$ cat src/rtl/first_fit_heap_allocator_top_macros.svh
// ----------------------------------------------------------------------------
// First-fit heap allocator assertion macros
// Shared property wrappers clocked on i_clk and gated by i_rst_n.
// ----------------------------------------------------------------------------
`ifndef FIRST_FIT_HEAP_ALLOCATOR_TOP_MACROS_SVH
`define FIRST_FIT_HEAP_ALLOCATOR_TOP_MACROS_SVH

// same-cycle implication
`define FFHA_AST_IMP(lbl, ante, cons) \
    lbl: assert property (@(posedge i_clk) disable iff (!i_rst_n) (ante) |-> (cons)) \
        else $error("ffha check failed");

// next-cycle implication
`define FFHA_AST_NXT(lbl, ante, cons) \
    lbl: assert property (@(posedge i_clk) disable iff (!i_rst_n) (ante) |=> (cons)) \
        else $error("ffha check failed");

`endif

$ cat src/rtl/ffha_pkg.sv
// ----------------------------------------------------------------------------
// ffha_pkg
// Types, constants and codes shared by the heap allocator cells and control.
// ----------------------------------------------------------------------------
package ffha_pkg;

    localparam int C_MAX_BLOCKS   = 256;
    localparam int C_HEAP_LIMIT   = 67108864;
    localparam int C_PAGE_BYTES   = 4096;
    localparam int C_INIT_BYTES   = 16384;

    localparam int HDR_BYTES = 32;
    localparam int FTR_BYTES = 8;
    localparam int OVH_BYTES = HDR_BYTES + FTR_BYTES;
    localparam int SPLIT_MIN = OVH_BYTES + 8;

    localparam logic OPC_ALLOC = 1'b0;
    localparam logic OPC_FREE  = 1'b1;

    typedef enum logic [2:0] {
        ST_OK        = 3'd0,
        ST_ZERO      = 3'd1,
        ST_OOM       = 3'd2,
        ST_NULL      = 3'd3,
        ST_NOT_START = 3'd4,
        ST_DOUBLE    = 3'd5
    } t_status;

    typedef enum logic [1:0] {
        TK_ALLOC = 2'd0,
        TK_FREE  = 2'd1,
        TK_GROW  = 2'd2
    } t_tkop;

    typedef enum logic [2:0] {
        MD_SRCH = 3'd0,
        MD_INS  = 3'd1,
        MD_MCHK = 3'd2,
        MD_DEL  = 3'd3,
        MD_EXT  = 3'd4,
        MD_APP  = 3'd5,
        MD_DONE = 3'd6
    } t_md;

    typedef struct packed {
        logic        v;
        logic [25:0] start;
        logic [25:0] size;
        logic        free;
    } t_ent;

    typedef struct packed {
        logic        act;
        t_tkop       op;
        t_md         md;
        logic [27:0] want;
        logic [25:0] off;
        logic        sok;
        logic        hit;
        logic        dbl;
        logic        spl;
        logic        mrg;
        logic [25:0] pay;
        t_ent        cry;
        t_ent        lst;
    } t_tok;

    typedef struct packed {
        logic ld;
        logic mrg;
        t_ent ent;
    } t_back;

endpackage

$ cat src/rtl/ffha_ctrl.sv
// ----------------------------------------------------------------------------
// ffha_ctrl
// Command sequencer: launches token words, grows the heap, forms results.
// ----------------------------------------------------------------------------
module ffha_ctrl #(
    parameter int MAX_BLOCKS       = ffha_pkg::C_MAX_BLOCKS,
    parameter int HEAP_LIMIT_BYTES = ffha_pkg::C_HEAP_LIMIT,
    parameter int PAGE_BYTES       = ffha_pkg::C_PAGE_BYTES,
    parameter int INITIAL_BYTES    = ffha_pkg::C_INIT_BYTES
) (
    input  logic           i_clk,
    input  logic           i_rst_n,
    input  logic           start,
    output logic           busy,
    input  logic           i_opcode,
    input  logic [26:0]    i_request_size,
    input  logic [25:0]    i_block_offset,
    output ffha_pkg::t_tok o_tok,
    input  ffha_pkg::t_tok i_tok,
    output logic           o_valid,
    output logic [25:0]    o_payload_offset,
    output logic [2:0]     o_status,
    output logic [31:0]    o_corruption_total
);
    import ffha_pkg::*;

    localparam int CW = $clog2(MAX_BLOCKS + 1);

    typedef enum logic [4:0] {
        S_IDLE = 5'b00001,
        S_CHK  = 5'b00010,
        S_RUN  = 5'b00100,
        S_G1   = 5'b01000,
        S_G2   = 5'b10000
    } t_state;

    t_state      r_st, n_st;
    logic        r_op, n_op;
    logic [26:0] r_size, n_size;
    logic [25:0] r_off, n_off;
    logic [27:0] r_want, n_want;
    logic        r_grown, n_grown;
    logic [CW-1:0] r_count, n_count;
    logic [26:0] r_mapped, n_mapped;
    logic [26:0] r_end, n_end;
    logic [31:0] r_bad, n_bad;
    t_ent        r_lst, n_lst;
    t_tok        r_ltok, n_ltok;
    logic        r_vld, n_vld;
    logic [25:0] r_pay, n_pay;
    t_status     r_res, n_res;

    logic [29:0] w_need;
    logic [29:0] w_need_up;
    logic [29:0] w_sum;
    logic [26:0] w_old_end;

    always_comb begin
        w_need    = {2'b0, r_want} + 30'(OVH_BYTES) + 30'(PAGE_BYTES);
        w_need_up = (w_need + 30'(PAGE_BYTES - 1)) & ~30'(PAGE_BYTES - 1);
        w_sum     = {3'b0, r_mapped} + w_need_up;
        w_old_end = {1'b0, r_lst.start} + 27'(OVH_BYTES) + {1'b0, r_lst.size};
    end

    always_comb begin
        n_st     = r_st;
        n_op     = r_op;
        n_size   = r_size;
        n_off    = r_off;
        n_want   = r_want;
        n_grown  = r_grown;
        n_count  = r_count;
        n_mapped = r_mapped;
        n_end    = r_end;
        n_bad    = r_bad;
        n_lst    = r_lst;
        n_ltok   = '0;
        n_vld    = 1'b0;
        n_pay    = r_pay;
        n_res    = r_res;
        case (r_st)
            S_IDLE: begin
                if (start) begin
                    n_op    = i_opcode;
                    n_size  = i_request_size;
                    n_off   = i_block_offset;
                    n_grown = 1'b0;
                    n_st    = S_CHK;
                end
            end
            S_CHK: begin
                n_want = ({1'b0, r_size} + 28'd7) & ~28'd7;
                n_pay  = '0;
                if (r_op == OPC_ALLOC) begin
                    if (r_size == '0) begin
                        n_res = ST_ZERO;
                        n_vld = 1'b1;
                        n_st  = S_IDLE;
                    end else begin
                        n_ltok.act  = 1'b1;
                        n_ltok.op   = TK_ALLOC;
                        n_ltok.md   = MD_SRCH;
                        n_ltok.want = ({1'b0, r_size} + 28'd7) & ~28'd7;
                        n_ltok.sok  = (r_count < CW'(MAX_BLOCKS));
                        n_st        = S_RUN;
                    end
                end else if (r_off == '0) begin
                    n_res = ST_NULL;
                    n_vld = 1'b1;
                    n_st  = S_IDLE;
                end else begin
                    n_ltok.act = 1'b1;
                    n_ltok.op  = TK_FREE;
                    n_ltok.md  = MD_SRCH;
                    n_ltok.off = r_off;
                    n_st       = S_RUN;
                end
            end
            S_RUN: begin
                if (i_tok.act) begin
                    case (i_tok.op)
                        TK_ALLOC: begin
                            if (i_tok.hit) begin
                                n_pay   = i_tok.pay;
                                n_res   = ST_OK;
                                n_count = r_count + CW'(i_tok.spl);
                                n_vld   = 1'b1;
                                n_st    = S_IDLE;
                            end else if (r_grown) begin
                                n_pay = '0;
                                n_res = ST_OOM;
                                n_vld = 1'b1;
                                n_st  = S_IDLE;
                            end else begin
                                n_lst = i_tok.lst;
                                n_st  = S_G1;
                            end
                        end
                        TK_FREE: begin
                            n_pay = '0;
                            if (i_tok.hit && !i_tok.dbl) begin
                                n_res   = ST_OK;
                                n_count = r_count - CW'(i_tok.mrg);
                            end else begin
                                n_res = i_tok.hit ? ST_DOUBLE : ST_NOT_START;
                                if (r_bad != '1) begin
                                    n_bad = r_bad + 32'd1;
                                end
                            end
                            n_vld = 1'b1;
                            n_st  = S_IDLE;
                        end
                        default: begin
                            n_grown     = 1'b1;
                            n_ltok.act  = 1'b1;
                            n_ltok.op   = TK_ALLOC;
                            n_ltok.md   = MD_SRCH;
                            n_ltok.want = r_want;
                            n_ltok.sok  = (r_count < CW'(MAX_BLOCKS));
                        end
                    endcase
                end
            end
            S_G1: begin
                if ({3'b0, r_mapped} + w_need > 30'(HEAP_LIMIT_BYTES)
                        || (!r_lst.free && r_count >= CW'(MAX_BLOCKS))) begin
                    n_pay = '0;
                    n_res = ST_OOM;
                    n_vld = 1'b1;
                    n_st  = S_IDLE;
                end else begin
                    n_end = (w_sum > 30'(HEAP_LIMIT_BYTES)) ? 27'(HEAP_LIMIT_BYTES)
                                                             : w_sum[26:0];
                    n_st  = S_G2;
                end
            end
            S_G2: begin
                n_ltok.act      = 1'b1;
                n_ltok.op       = TK_GROW;
                n_ltok.cry.v    = 1'b1;
                n_ltok.cry.free = 1'b1;
                if (r_lst.free) begin
                    n_ltok.md        = MD_EXT;
                    n_ltok.cry.start = r_lst.start;
                    n_ltok.cry.size  = 26'(r_end - w_old_end + {1'b0, r_lst.size});
                end else begin
                    n_ltok.md        = MD_APP;
                    n_ltok.cry.start = w_old_end[25:0];
                    n_ltok.cry.size  = 26'(r_end - w_old_end - 27'(OVH_BYTES));
                    n_count          = r_count + CW'(1);
                end
                n_mapped = r_end;
                n_st     = S_RUN;
            end
            default: begin
                n_st = S_IDLE;
            end
        endcase
    end

    always_ff @(posedge i_clk) begin
        if (!i_rst_n) begin
            r_st     <= S_IDLE;
            r_count  <= CW'(1);
            r_mapped <= 27'(INITIAL_BYTES);
            r_bad    <= '0;
            r_ltok   <= '0;
            r_vld    <= 1'b0;
            r_grown  <= 1'b0;
        end else begin
            r_st     <= n_st;
            r_count  <= n_count;
            r_mapped <= n_mapped;
            r_bad    <= n_bad;
            r_ltok   <= n_ltok;
            r_vld    <= n_vld;
            r_grown  <= n_grown;
        end
    end

    always_ff @(posedge i_clk) begin
        r_op   <= n_op;
        r_size <= n_size;
        r_off  <= n_off;
        r_want <= n_want;
        r_end  <= n_end;
        r_lst  <= n_lst;
        r_pay  <= n_pay;
        r_res  <= n_res;
    end

    assign busy               = (r_st != S_IDLE);
    assign o_tok              = r_ltok;
    assign o_valid            = r_vld;
    assign o_payload_offset   = r_pay;
    assign o_status           = r_res;
    assign o_corruption_total = r_bad;

endmodule

$ cat config.mk
export PLATFORM = sky130hd
export DESIGN_NAME = ffha_ctrl
export DESIGN_NICKNAME = d
export VERILOG_FILES = /design/src/rtl/first_fit_heap_allocator_top_macros.svh /design/src/rtl/ffha_pkg.sv /design/src/rtl/ffha_ctrl.sv
export SDC_FILE = /design/constraint.sdc
export NUM_CORES = 1
export LEC_CHECK = 0
export BUFFER_PORTS_ARGS = -buffer_cell sky130_fd_sc_hd__buf_2
export CAP_MARGIN = 15
export CORE_MARGIN = 5
export CORE_UTILIZATION = 35
export CTS_CLUSTER_DIAMETER = 100
export CTS_CLUSTER_SIZE = 28
export DETAILED_ROUTE_END_ITERATION = 10
export GPL_TIMING_DRIVEN = 0
export RECOVER_POWER = 25
export SLEW_MARGIN = 25
export SYNTH_ARGS = -nofsm -noshare
export SYNTH_HDL_FRONTEND = slang
export SYNTH_SLANG_ARGS = --single-unit
$ cat constraint.sdc
create_clock -name i_clk -period 9.7 [get_ports i_clk]
set_input_delay 1.94 -clock i_clk [delete_from_list [all_inputs] [get_ports i_clk]]
set_output_delay 1.94 -clock i_clk [all_outputs]
set_load 0.05 [all_outputs]
### After elaboration in Yosys (flattened, before gate mapping)

Cells that the tools add are included.

| word-level totals | value |
|---|---|
| register bits after elaboration | 462 |
| input bits | 256 |
| output and inout bits | 262 |
| word-level logic and storage cells | 165 |

| operators by class | value |
|---|---|
| add/subtract/negate cells | 15 |
| order comparisons | 4 |
| equal/unequal tests | 19 |
| muxes and demuxes | 62 |
| bitwise gates (word level) | 7 |
| reduce and logical (&&, ||, !) cells | 23 |

Operators by type and width:

| kind | number |
|---|---|
| 26-bit two-way mux | 4 |
| 34-bit two-way mux | 3 |
| 26-bit one-hot mux with 3 select lines | 1 |
| 27-bit by 30-bit adder with 30-bit output | 2 |
| 30-bit by 27-bit > comparator with 1-bit output, second input constant | 2 |
| 28-bit one-hot mux with 2 select lines | 1 |
| 54-bit two-way mux | 1 |
| 26-bit adder | 2 |
| 52-bit two-way mux | 1 |
| 26-bit one-hot mux with 2 select lines | 1 |
| 9-bit two-way mux | 4 |
| 9-bit one-hot mux with 2 select lines | 2 |
| 3-bit two-way mux | 11 |
| 32-bit by 1-bit adder with 32-bit output, second input constant | 1 |
| 32-bit != test, second input constant | 1 |
| 29-bit by 13-bit adder with 30-bit output, second input constant | 1 |
| 30-bit by 12-bit adder with 30-bit output, second input constant | 1 |
| 28-bit by 6-bit adder with 29-bit output, second input constant | 1 |
| 27-bit by 3-bit adder with 28-bit output, second input constant | 1 |
| 28-bit two-way mux | 1 |
| 27-bit zero test | 1 |
| 26-bit by 6-bit adder with 26-bit output, second input constant | 1 |
| 26-bit zero test | 1 |
| 26-bit subtractor | 1 |
| 43 further kinds | 84 |

### Longest topological paths before layout

| logic depth | value |
|---|---|
| word-level depth | 7 |
| depth in mapped cells | 31 |
| mapped depth without buffers | 30 |

### Least setup slack after synthesis

Ideal clock, no wire load.

| path | value |
|---|---|
| path kind | register to register |
| from | register r_want[10] |
| to | register r_pay[0], in the netlist o_payload_offset[0] (enable) |
| library setup time | 486 ps |
| arrival time | 6603 ps |
| data required time | 9214 ps |
| setup slack | 2611 ps |
| stages on the path, launching flop included | 20 |
| buffers on the path | 2 |
| period minus slack after synthesis | 7089 ps |
| cells stage by stage | edfxtp_1 -> clkbuf_1 -> nand4_1 -> o31a_1 -> nor2_1 -> and3_1 -> clkbuf_1 -> xor2_1 -> ha_1 -> inv_1 -> a2111oi_0 -> nand4_1 -> or4_1 -> nor4_1 -> nand4_1 -> nor4_1 -> nand4_1 -> or4_1 -> a21oi_1 -> nor2_1 |

| on the way | value |
|---|---|
| longest elaborated chain between the ends | 7 |

RTL lines:

| element | line | RTL |
|---|---|---|
| start: declaration | ffha_ctrl.sv:41 | `logic [27:0] r_want, n_want;` |
| start signal: assignment | ffha_ctrl.sv:225 | `r_want <= n_want;` |
| 28-bit by 6-bit adder with 29-bit output | ffha_ctrl.sv:59 | `w_need = {2'b0, r_want} + 30'(OVH_BYTES) + 30'(PAGE_BYTES);` |
| 29-bit by 13-bit adder with 30-bit output | ffha_ctrl.sv:59 |  |
| 27-bit by 30-bit adder with 30-bit output | ffha_ctrl.sv:165 | `if ({3'b0, r_mapped} + w_need > 30'(HEAP_LIMIT_BYTES)` |
| 30-bit by 27-bit > comparator with 1-bit output | ffha_ctrl.sv:165 |  |
| 1-bit logical OR | ffha_ctrl.sv:166 | `\|\| (!r_lst.free && r_count >= CW'(MAX_BLOCKS))) begin` |
| 2-bit != test (no source line) | - |  |
| 5-bit AND reduction (no source line) | - |  |
| end signal: assignment | ffha_ctrl.sv:228 | `r_pay <= n_pay;` |
| end: declaration | ffha_ctrl.sv:50 | `logic [25:0] r_pay, n_pay;` |

No other way between the ends.
A chain may end at the register's enable or synchronous reset.

### Worst setup path in the final report

| path | value |
|---|---|
| from | register r_lst[2] (netlist bit) |
| to | register r_ltok (netlist bit o_tok[80]) |

| on the way | value |
|---|---|
| longest elaborated chain between the ends | 4 |
| elaborated cells on any way between the ends | 5 |
| those cells by class | add/sub (4); mux (1) |

RTL lines:

| element | line | RTL |
|---|---|---|
| start: declaration | ffha_ctrl.sv:47 | `t_ent r_lst, n_lst;` |
| start signal: assignment | ffha_ctrl.sv:227 | `r_lst <= n_lst;` |
| 26-bit adder | ffha_ctrl.sv:62 | `w_old_end = {1'b0, r_lst.start} + 27'(OVH_BYTES) + {1'b0, r_lst.size};` |
| 26-bit subtractor | ffha_ctrl.sv:185, ffha_ctrl.sv:189 |  |
| 26-bit by 6-bit subtractor with 26-bit output or 26-bit adder (tied branches) | ffha_ctrl.sv:189, ffha_ctrl.sv:185 |  |
| 52-bit two-way mux (*) | ffha_ctrl.sv:182 | `if (r_lst.free) begin` |
| end signal: assignment | ffha_ctrl.sv:215 | `r_ltok <= n_ltok;` |
| end: declaration | ffha_ctrl.sv:48 | `t_tok r_ltok, n_ltok;` |

Mark *: on every way between the ends. The rest lies on a longest branch, timed or not.

==> flow_summary.ini <==
[final_layout]
final_util = 0.4152
drive_above_1_share = 0.1820
nNetsFinal = 3060
diodes = 0
n_fill_cell = 6066
syn_to_final_growth_pct = 17.63

[sta]
worst_slew_pin_slew_ns = 3.366
timing.hold.ws_ns = 0.4866
grt_setup_unrepaired = no
slew_headroom = -1.244
fmax_ghz = 0.1379
post-route-period-util = 0.7475
finalHoldViolations = 0
drv_slew = 56
final-setup-viol-count = 0
skew_ns = 0.03729
final.min_clock_period_ns = 7.251

[hold_path]
hold_path.class = reg -> reg

[floorplan]
die_area_sq_um = 67330
coreArea_sq_um = 61710
die-width_um = 259.5
ioPinCount = 518
rows = 91
dieHeight_um = 259.5
start_util = 0.3530

[logic_synthesis]
synth_edf_count = 188
yosysUniqueCellTypes = 89
ys_warn_count = 0
synth.cell_area_sq_um = 21780
synthArstFlopShare = 0
avgSynthCellArea_sq_um = 9.795
yosysSeqAreaShare = 0.4273
yosys_register_bits = 371
synth_top_flop_cell = edfxtp_1
postSynthCellCount = 2224

[global_routing]
overflow = 0
antenna_found_initial = 0
grtUsageTotal = 0.1723
grt_pass1_vias = 17330
grt_max_degree = 56
grt_pass1_wl_um = 94540

[detailed_routing]
vias = 17500
first_pass_iters = 5
post_drt_wl_per_cell_um = 17.45
drtIter0Drc = 993
wirelength_um = 61200
viasPerCell = 4.988
drcViolationCount = 0
final_antenna_net_count = 0

[job]
drv_cap = 1

[cts]
cts-htree-levels = 1
cts.root.buffer_cell = clkbuf_16
clock_sinks = 371
clk_transition_reported_paths_ns = 0.10
ctsResizeCount = 0
cts_tree = done
ctsHoldBuffers = 0
clock_latency_ns = 0.58
postCtsSetupRepairBufs = 0
clock_path_buffers = 3
numCtsBuffers = 23

[worst_setup_path]
end_kind = flop
startpoint_type = flop
path_buf_inv = 0
crit_slowest_cell = nor3_1
worstSetupPathType = reg -> reg
worstPathRequired_ns = 10.16
cpPeakStageDelay_ns = 0.77
cp_common_cell = ha_1
cp_top_family = compound AO/OA/AOI/OAI gates
arrival_ns = 7.71
crit_fanout = 6

[place]
dp_hpwl_um = 49400
portBuffers = 316
gp_congestion = 0.9151

[power]
leakagePower_uw = 0.01088
powerDensity_nw_per_um2 = 119.7
worst_ir_drop_vdd_v = 0.0001570

[status]
failed_checks = max-capacitance violations, max-slew violations
outcome = complete, but fails checks
[power breakdown]
part | switching (uW) | internal [uW] | total (uW)
clock | 625 | 489 | 1110
sequential | 19.0 | 1680 | 1700
combinational | 172 | 86.6 | 259
[through the flow]
| step | TNS, ns | total power, uW | instance area, sq um | worst slack (ns) | cells |
|---|---|---|---|---|---|
| floorplan | 0 | 1921 | 22110 | 2.611 | 2311 |
| global placement | -12.27 | 1984 | 24740 | -0.4729 | 3464 |
| detailed placement | 0 | 1988 | 24830 | 2.595 | 3466 |
| CTS | 0 | 3112 | 25640 | 2.531 | 3508 |
| global route | 0 | 3193 | 25620 | 1.910 | 3508 |
| finish | 0 | 3068 | 25620 | 2.449 | 3508 |
[Yosys cell counts (all sizes together) (5+ instances only)]
library cell / count / area share
o22ai: 7 / 0.0020
a22oi: 24 / 0.0083
a211oi: 29 / 0.011
nor4b: 7 / 0.0028
inv: 67 / 0.012
xor2: 55 / 0.022
o41ai: 5 / 0.0024
mux2i: 17 / 0.0078
nor3b: 8 / 0.0028
and3: 35 / 0.010
maj3: 5 / 0.0025
o211ai: 10 / 0.0034
ha: 144 / 0.083
or3: 19 / 0.0055
o211a: 7 / 0.0032
xnor2: 153 / 0.062
or4: 8 / 0.0028
fa: 6 / 0.0055
o21a: 26 / 0.0090
nand2: 165 / 0.028
or2: 12 / 0.0034
nand3: 51 / 0.012
o31ai: 11 / 0.0038
and2: 116 / 0.033
o31a: 6 / 0.0024
nor2b: 45 / 0.013
o21ai: 79 / 0.018
dfxtp: 183 / 0.17
clkbuf: 52 / 0.0090
o21bai: 22 / 0.0076
a2111oi: 5 / 0.0020
nor3: 43 / 0.0099
nor2: 151 / 0.026
a21o: 37 / 0.013
a21boi: 33 / 0.011
a21oi: 126 / 0.029
nor4: 26 / 0.0078
nand2b: 26 / 0.0075
edfxtp: 188 / 0.26
buf: 107 / 0.035
nand4: 28 / 0.0080
and4: 11 / 0.0044
a31oi: 15 / 0.0043
[logic make-up after synthesis]
family,synth area share
buf+inv,0.05571
compound gates,0.1459
flops,0.4273
mux,0.008845
other cells,0.0001721
fa+ha+maj,0.09075
simple gates,0.1845
xor+xnor,0.08673
[routing by layer]
metal | up-vias | share of wire | wire length, um | global-route usage
met3 | 72 | 0.046 | 2823 | 0.02111
met1 | 8299 | 0.45 | 27320 | 0.2287
met2 | 457 | 0.48 | 29430 | 0.3000
met4 | 0 | 0.026 | 1620 | 0.04257
li1 | 8671 | - | - | -
met5 | - | 0 | 0 | 0
[final cells by class]
cell class / count / area (sq um) / area share
plain buffers: 159 / 958.4 / 0.03740
clock buffers: 27 / 590.6 / 0.02305
clock inverters: 15 / 226.5 / 0.008838
inverters: 68 / 255.2 / 0.009961
multi-input cells: 1713 / 11610 / 0.4532
flip-flops and latches: 371 / 9309 / 0.3633
well taps: 837 / 1047 / 0.04087
repair buffers: 318 / 1624 / 0.06338
[worst paths after layout]
check | slack (ns) | depth (start not counted) | end | startpoint
hold / removal | 0.49 | 1 | o_tok[154]$_SDFF_PP0_ | r_off[15]$_DFFE_PP_
setup reg to reg | 2.45 | 27 | o_tok[80]$_SDFF_PN0_ | r_lst[2]$_DFFE_PP_
setup / recovery | 2.45 | 27 | o_tok[80]$_SDFF_PN0_ | r_lst[2]$_DFFE_PP_
hold reg to reg | 0.49 | 1 | o_tok[154]$_SDFF_PP0_ | r_off[15]$_DFFE_PP_
[flip-flops by register name (all words and copies together) (netlist names), 3 cells and up]
name                flops
o_tok                 108
r_lst                  53
o_corruption_total     32
r_end                  27
r_mapped               27
r_size                 27
o_payload_offset       26
r_off                  26
r_want                 25
r_count                 9
r_st                    5
o_status                3
[cells in the final DEF (no fill, tap or decap), types with 33 or more instances in the layout]
| master | netlist | routed |
|---|---|---|
| nor3_1 | 43 | 43 |
| inv_1 | 67 | 67 |
| nor2_1 | 150 | 149 |
| nand2_1 | 165 | 165 |
| nor2b_1 | 45 | 45 |
| ha_1 | 144 | 144 |
| edfxtp_1 | 188 | 188 |
| buf_2 | 7 | 313 |
| o21ai_0 | 73 | 73 |
| a21boi_0 | 33 | 33 |
| dfxtp_1 | 183 | 183 |
| xnor2_1 | 151 | 151 |
| and2_1 | 115 | 109 |
| clkbuf_1 | 52 | 66 |
| buf_4 | 92 | 92 |
| a21oi_1 | 123 | 122 |
| conb_1 | 1 | 88 |
| a21o_1 | 37 | 37 |
| and3_1 | 35 | 35 |
| nand3_1 | 51 | 51 |
| xor2_1 | 54 | 54 |
Power figures use the tool's default switching activity.
